**config.mk**
```make
export PLATFORM = sky130hd
export DESIGN_NAME = subscriber_table_fanout
export DESIGN_NICKNAME = d
export VERILOG_FILES = /design/src/rtl/core/stf_pkg.sv /design/src/rtl/core/stf_cell.sv /design/src/rtl/core/subscriber_table_fanout.sv
export SDC_FILE = /design/constraint.sdc
export NUM_CORES = 2
export LEC_CHECK = 0
export ABC_AREA = 0
export BUFFER_PORTS_ARGS = -buffer_cell sky130_fd_sc_hd__buf_2
export CELL_PAD_IN_SITES_DETAIL_PLACEMENT = 2
export CELL_PAD_IN_SITES_GLOBAL_PLACEMENT = 2
export CORE_MARGIN = 2
export CORE_UTILIZATION = 37
export DETAILED_ROUTE_END_ITERATION = 10
export PLACE_DENSITY = 0.73
export SLEW_MARGIN = 10
export SYNTH_ARGS = -nofsm -noshare
export SYNTH_HDL_FRONTEND = slang
export SYNTH_SLANG_ARGS = --single-unit
```
**constraint.sdc**
```tcl
create_clock -name clk -period 5.25 [get_ports clk]
set_input_delay 0.7875 -clock clk [delete_from_list [all_inputs] [get_ports clk]]
set_output_delay 0.7875 -clock clk [all_outputs]
set_load 0.01 [all_outputs]
```
**src/rtl/core/stf_pkg.sv**
```systemverilog
// stf_pkg: request and response word types, function and status codes
// for the subscriber table fan-out block.
// No dependencies; used by every file under rtl/core.
package stf_pkg;

    localparam int unsigned ID_W    = 22;
    localparam int unsigned COUNT_W = 7;

    // request function codes
    typedef enum logic [1:0] {
        FUNC_JOIN      = 2'd0,
        FUNC_BROADCAST = 2'd1,
        FUNC_LEAVE     = 2'd2,
        FUNC_NOP       = 2'd3
    } func_t;

    // response status codes
    typedef enum logic [1:0] {
        STATUS_OK      = 2'd0,
        STATUS_FULL    = 2'd1,
        STATUS_MISSING = 2'd2,
        STATUS_UNUSED  = 2'd3
    } status_t;

    typedef struct packed {
        func_t             func;
        logic [ID_W-1:0]   sender_id;
    } req_t;

    typedef struct packed {
        logic [ID_W-1:0]    dest_id;
        logic               dest_valid;
        status_t            status;
        logic [COUNT_W-1:0] member_count;
        logic               last;
    } rsp_t;

endpackage

```
**src/rtl/core/stf_cell.sv**
```systemverilog
// stf_cell: one slot of the member table ring. Holds one identifier,
// loads it from its neighbour on a shift or from the write port.
// Depends on stf_pkg.
module stf_cell (
    input  logic                      clk,
    input  logic                      shift_en,
    input  logic [stf_pkg::ID_W-1:0]  shift_in,
    input  logic                      wr_en,
    input  logic [stf_pkg::ID_W-1:0]  wr_data,
    output logic [stf_pkg::ID_W-1:0]  value
);

    logic [stf_pkg::ID_W-1:0] value_reg;
    logic [stf_pkg::ID_W-1:0] value_next;

    // write port wins; the controller never asks for both
    always_comb
    begin
        value_next = value_reg;
        if (wr_en)
        begin
            value_next = wr_data;
        end
        else if (shift_en)
        begin
            value_next = shift_in;
        end
    end

    always_ff @(posedge clk)
    begin
        value_reg <= value_next;
    end

    assign value = value_reg;

endmodule

```
**src/rtl/core/subscriber_table_fanout.sv**
```systemverilog
// subscriber_table_fanout: top level. Ring of stf_cell slots plus the
// request sequencer and the response register. Depends on stf_pkg, stf_cell.
//
//   channel   | ports                    | flow
//   ----------+--------------------------+-----------------------------------
//   request   | start, busy, req         | word taken when start & !busy
//   response  | rsp_strobe, rsp          | one word per strobe cycle, no stall
//
// Join and func 3 complete on acceptance; the join response shows the next
// cycle. Broadcast and leave: a rotation through all slots, one slot past
// the head cell each step, then a finishing state; busy until that state
// ends. Copies go out as the next recipient is seen, the last one the cycle
// after finishing. The receiver cannot stall.
// Reset clears the count; slots need no reset.
module subscriber_table_fanout #(
    parameter int unsigned MAX_MEMBERS = 64
) (
    input  logic          clk,
    input  logic          rst_n,
    input  logic          start,
    output logic          busy,
    input  stf_pkg::req_t req,
    output logic          rsp_strobe,
    output stf_pkg::rsp_t rsp
);

    localparam int unsigned IDX_W = (MAX_MEMBERS > 1) ? $clog2(MAX_MEMBERS) : 1;
    localparam int unsigned CNT_W = $clog2(MAX_MEMBERS + 1);
    localparam logic [IDX_W-1:0] LAST_STEP = IDX_W'(MAX_MEMBERS - 1);
    localparam logic [CNT_W-1:0] FULL_COUNT = CNT_W'(MAX_MEMBERS);

    typedef enum logic [2:0] {
        ST_IDLE   = 3'b001,
        ST_SCAN   = 3'b010,
        ST_FINISH = 3'b100
    } state_t;

    state_t                   state_reg, state_next;
    logic [CNT_W-1:0]         count_reg, count_next;
    logic [IDX_W-1:0]         step_reg, step_next;
    stf_pkg::func_t           func_reg, func_next;
    logic [stf_pkg::ID_W-1:0] sender_reg, sender_next;
    logic [stf_pkg::ID_W-1:0] pend_reg, pend_next;
    logic                     have_reg, have_next;
    logic                     found_reg, found_next;
    logic [IDX_W-1:0]         idx_reg, idx_next;
    logic [stf_pkg::ID_W-1:0] last_val_reg, last_val_next;
    logic                     strobe_reg, strobe_next;
    stf_pkg::rsp_t            rsp_reg, rsp_next;

    logic                     shift_en;
    logic                     wr_en;
    logic [IDX_W-1:0]         wr_idx;
    logic [stf_pkg::ID_W-1:0] wr_data;
    logic [stf_pkg::ID_W-1:0] slot [MAX_MEMBERS];
    logic [stf_pkg::ID_W-1:0] head;
    logic                     step_live;

    // ring of slots; slot 0 is the head seen by the sequencer
    for (genvar i = 0; i < MAX_MEMBERS; i++)
    begin : g_cell
        stf_cell u_cell (
            .clk      (clk),
            .shift_en (shift_en),
            .shift_in (slot[(i + 1) % MAX_MEMBERS]),
            .wr_en    (wr_en && (wr_idx == IDX_W'(i))),
            .wr_data  (wr_data),
            .value    (slot[i])
        );
    end

    assign head      = slot[0];
    assign step_live = CNT_W'(step_reg) < count_reg;

    // sequencer
    always_comb
    begin
        state_next    = state_reg;
        count_next    = count_reg;
        step_next     = step_reg;
        func_next     = func_reg;
        sender_next   = sender_reg;
        pend_next     = pend_reg;
        have_next     = have_reg;
        found_next    = found_reg;
        idx_next      = idx_reg;
        last_val_next = last_val_reg;
        strobe_next   = 1'b0;
        rsp_next      = rsp_reg;
        shift_en      = 1'b0;
        wr_en         = 1'b0;
        wr_idx        = idx_reg;
        wr_data       = last_val_reg;

        unique case (state_reg)
            ST_IDLE:
            begin
                if (start)
                begin
                    func_next   = req.func;
                    sender_next = req.sender_id;
                    step_next   = '0;
                    have_next   = 1'b0;
                    found_next  = 1'b0;
                    case (req.func) inside
                        stf_pkg::FUNC_JOIN:
                        begin
                            rsp_next.dest_id    = '0;
                            rsp_next.dest_valid = 1'b0;
                            rsp_next.last       = 1'b1;
                            strobe_next         = 1'b1;
                            if (count_reg >= FULL_COUNT)
                            begin
                                rsp_next.status       = stf_pkg::STATUS_FULL;
                                rsp_next.member_count = stf_pkg::COUNT_W'(count_reg);
                            end
                            else
                            begin
                                // append at the tail
                                wr_en      = 1'b1;
                                wr_idx     = count_reg[IDX_W-1:0];
                                wr_data    = req.sender_id;
                                count_next = count_reg + 1'b1;
                                rsp_next.status       = stf_pkg::STATUS_OK;
                                rsp_next.member_count =
                                    stf_pkg::COUNT_W'(count_reg + 1'b1);
                            end
                        end
                        stf_pkg::FUNC_BROADCAST,
                        stf_pkg::FUNC_LEAVE:
                        begin
                            state_next = ST_SCAN;
                        end
                        default:
                        begin
                        end
                    endcase
                end
            end

            ST_SCAN:
            begin
                shift_en  = 1'b1;
                step_next = step_reg + 1'b1;
                if (func_reg == stf_pkg::FUNC_BROADCAST)
                begin
                    // hold one recipient back so the final one can carry last
                    if (step_live && (head != sender_reg))
                    begin
                        if (have_reg)
                        begin
                            strobe_next           = 1'b1;
                            rsp_next.dest_id      = pend_reg;
                            rsp_next.dest_valid   = 1'b1;
                            rsp_next.status       = stf_pkg::STATUS_OK;
                            rsp_next.member_count = stf_pkg::COUNT_W'(count_reg);
                            rsp_next.last         = 1'b0;
                        end
                        pend_next = head;
                        have_next = 1'b1;
                    end
                end
                else
                begin
                    // leave: first match and the tail value
                    if (step_live && (head == sender_reg) && !found_reg)
                    begin
                        found_next = 1'b1;
                        idx_next   = step_reg;
                    end
                    if (CNT_W'(step_reg) + 1'b1 == count_reg)
                    begin
                        last_val_next = head;
                    end
                end
                if (step_reg == LAST_STEP)
                begin
                    state_next = ST_FINISH;
                end
            end

            ST_FINISH:
            begin
                state_next            = ST_IDLE;
                strobe_next           = 1'b1;
                rsp_next.last         = 1'b1;
                rsp_next.status       = stf_pkg::STATUS_OK;
                rsp_next.dest_id      = '0;
                rsp_next.dest_valid   = 1'b0;
                rsp_next.member_count = stf_pkg::COUNT_W'(count_reg);
                if (func_reg == stf_pkg::FUNC_BROADCAST)
                begin
                    if (have_reg)
                    begin
                        rsp_next.dest_id    = pend_reg;
                        rsp_next.dest_valid = 1'b1;
                    end
                end
                else if (found_reg)
                begin
                    // tail moves into the freed slot
                    wr_en      = 1'b1;
                    wr_idx     = idx_reg;
                    wr_data    = last_val_reg;
                    count_next = count_reg - 1'b1;
                    rsp_next.member_count = stf_pkg::COUNT_W'(count_reg - 1'b1);
                end
                else
                begin
                    rsp_next.status = stf_pkg::STATUS_MISSING;
                end
            end

            default:
            begin
                state_next = ST_IDLE;
            end
        endcase
    end

    // control registers
    always_ff @(posedge clk or negedge rst_n)
    begin
        if (!rst_n)
        begin
            state_reg  <= ST_IDLE;
            count_reg  <= '0;
            step_reg   <= '0;
            have_reg   <= 1'b0;
            found_reg  <= 1'b0;
            strobe_reg <= 1'b0;
        end
        else
        begin
            state_reg  <= state_next;
            count_reg  <= count_next;
            step_reg   <= step_next;
            have_reg   <= have_next;
            found_reg  <= found_next;
            strobe_reg <= strobe_next;
        end
    end

    // payload registers
    always_ff @(posedge clk)
    begin
        func_reg     <= func_next;
        sender_reg   <= sender_next;
        pend_reg     <= pend_next;
        idx_reg      <= idx_next;
        last_val_reg <= last_val_next;
        rsp_reg      <= rsp_next;
    end

    assign busy       = (state_reg != ST_IDLE);
    assign rsp_strobe = strobe_reg;
    assign rsp        = rsp_reg;

endmodule
```
==> impl_results.md <==
- Critical Path Max Stage Delay: 880 ps
- Routability-driven placement congestion ratio: 0.786
- Fraction of layout cells with a size suffix above 1: 47.6%
- Seq/Total Area, Yosys: roughly 70%
- Syn Area/Cell: 18.1 um2
- Status: finished clean
- Cells after DPL: 5892
- Global route hottest layer: met2
- Clock sink total: 1534
- Setup crit end kind: register
- Post-DR wirelength/cell: 29.5 um
- Area delta synth->final: 12.4%
- Crit-path cells: nand4bb_1 > nor3_4 > buf_4 > nand2_2 > o22ai_2 > buf_4 > nand2b_1
- Post-synthesis cell type count: between 50 and 60
- Total clock buffers created by CTS: 167
- Port Buffer Count: about 60
- Yosys top cell area share: 68.6%
- CP delay by family, top: simple AND/OR/NAND/NOR gates
- Critical path class: register to register
- GRT overflow: 0
- Pin count of the biggest net entering global routing: between 60 and 70
- Max VDD drop: 0.000376 V
- Yosys reg bits: 1534
- CTS clock-pin slew for the worst setup and hold paths: 60 ps
- Crit path DAT: 4920 ps
- Post-CTS Setup Inserts: 0
- Worst slew pin tran: 1260 ps
- Post-synth ARST share: 1.24%
- Synth area leaders: edfxtp_1, mux2_2, mux2_1
- Met2 usage: 33.1%
- Final Max Slew Viols: 0
- First-pass GRT wire length: 269000 um
- Final setup fails: 0
- CP Buf/Inv Count: 2
- Number of H-tree levels: 4
- Initial antenna violation count: 8
- Max Clock Freq: approximately 0.22 GHz
- Met3 usage in global routing: about 2.9%
- Post-route clock period utilization: 85.6%
- Total DRC errors in the routed layout: 0
- Synth warn: 0
- Largest register FFs: 1408
- Die width: 427 um
- Total routed wirelength: 183000 um
- Setup TNS: 0 ps
- Net count after synthesis: 3693
- Max clock buf depth: 3
- RSZ-0062 raised after global routing: false
- Core Region: about 180000 um2
- Crit path max fanout: 27
- Fillers: approximately 17000
- DIE AREA: 183000 um2
- Post-synth EDFFs: around 1500
- Clock Latency Late Sink: 840 ps
- Main synth FF type: edfxtp_1
- CP max-delay cell: nand2b_1
- Rows: 155
- Starting Density: 37.2%
- TritonCTS clock tree: yes
- DP HPWL: 110000 um
- Worst hold path class: primary input to register
- P_leak: 0.0158 uW
- CP required: 5680 ps
- Rel. slew slack: 16.2%
- Max Cap Viol: 0
- GR Util All Layers: 20.1%
- Setup crit start kind: register
- Vias per cell: 5.41
- Synthesized cell area: 66300 um2
- Die Y: 427 um
- CTS root buffer: clkbuf_16
- Cells after synthesis: 3656
- Hold Fails Final Rpt: 0
- GR Util met1: 27.4%
- PD cells: 338 nW/um2
- Antenna viol nets, final: 0
- Skew final: 63.8 ps
- Post-synth top area cell: edfxtp_1
- First-pass DRT Iterations: 5
- Cell Count, Final, Fillers Out: around 6200
- Vias in the first global route: 36700
- Most numerous cell on the critical path: buf_4
- DRT iter0 DRCs: 2893
- Tmin final: 4490 ps
- Io pins: between 60 and 70
- Nets: 3747
- Vias: 33600
## cell usage in the layout (no fill, tap or decap), drive strengths merged, types with 10 or more instances in the layout
| cell | instances |
|---|---|
| buf | 175 |
| clkinv | 78 |
| inv | 19 |
| and2 | 22 |
| mux2 | 1430 |
| o21ai | 16 |
| nor2 | 26 |
| nand2 | 47 |
| bufinv | 10 |
| edfxtp | 1515 |
| xnor2 | 33 |
| ha | 10 |
| nand4 | 10 |
| clkbuf | 215 |
| nand2b | 68 |
| nand3 | 25 |
| o22ai | 67 |
| dfrtp | 18 |
## Yosys cell counts (all sizes together) (2+ instances only)
master,n
xnor2,33
nand4,10
nor3,7
dfrtp,18
nor2b,4
o21ai,16
nand3b,4
o22ai,67
nand3,25
nand2,47
nor2,26
and3,5
a21oi,9
edfxtp,1515
mux2,1430
buf,145
xor2,7
nor4,4
inv,10
clkinv,3
ha,10
clkbuf,146
and2,22
a31oi,4
a211oi,2
a21o,2
nand2b,68
o221ai,2
## final cells by class
type                    instances  area [um2]  area share (%)
clock inverters                95         822            1.10
inverters                      13        51.3          0.0688
flip-flops and latches       1534       46000            61.7
repair buffers                176        1190            1.60
clock buffers                 215        4450            5.98
well taps                    2355        2950            3.95
diodes                          1        2.50         0.00336
multi-input cells            1818       19100            25.6
## metal layers
metal,part of all wire [%],vias up
li1,-,14300
met1,45,18300
met2,48,800
met3,3.5,262
met4,3.0,0
met5,0,-
## stage by stage
| stage | hold WS, ps | setup slack [ps] | cell area, um2 | utilization, % | total power, uW |
|---|---|---|---|---|---|
| 2_1_floorplan | 450 | 1320 | 66300 | - | 13800 |
| 4_1_cts | 94.4 | 751 | 74500 | 41.8 | 25500 |
| 3_5_place_dp | 479 | 538 | 69200 | 38.8 | 14000 |
| 6_report | 177 | 758 | 74500 | 41.8 | 25200 |
| 5_1_grt | 134 | 547 | 74500 | 41.8 | 25900 |
| 3_3_place_gp | 482 | 873 | 69200 | 38.8 | 13900 |
## where the power goes
part,total (uW),switching [uW],internal [uW]
clock network,11500,5010,6510
logic,293,244,49.0
registers,13400,16.1,13400
total,25200,5270,20000
## logic make-up after synthesis
kind of cell | after synthesis | synth area share [%]
DFF | 1534 | 69.3
and+or+nand+nor | 230 | 1.93
buffers and inverters | 304 | 2.24
AOI/OAI and AO/OA | 108 | 1.50
adders and majority gates | 10 | 0.189
xor gates and xnor gates | 40 | 0.528
muxes | 1430 | 24.3
## worst paths after layout
kind / startpoint / endpoint / slack, ps / cells after the start
max: state_reg[0]$_DFFE_PN1P_ / g_cell[0].u_cell.value[3]$_DFFE_PP_ / 760 / 7
min: req[23] / func_reg[1]$_DFFE_PP_ / 180 / 1
min in group asynchronous: rst_n / step_reg[4]$_DFFE_PN0P_ / 480 / 2
max in group asynchronous: rst_n / count_reg[0]$_DFFE_PN0P_ / 4380 / 2
min reg2reg: g_cell[42].u_cell.value[8]$_DFFE_PP_ / g_cell[41].u_cell.value[8]$_DFFE_PP_ / 510 / 1
max reg2reg: state_reg[0]$_DFFE_PN1P_ / g_cell[0].u_cell.value[3]$_DFFE_PP_ / 760 / 7
## timing repair
item	CTS	global route
gates resized for setup	0	0
hold endpoints to repair	18	0
hold buffers	1	0
endpoints found under the setup margin	0	0
Power figures use the tool's default switching activity.
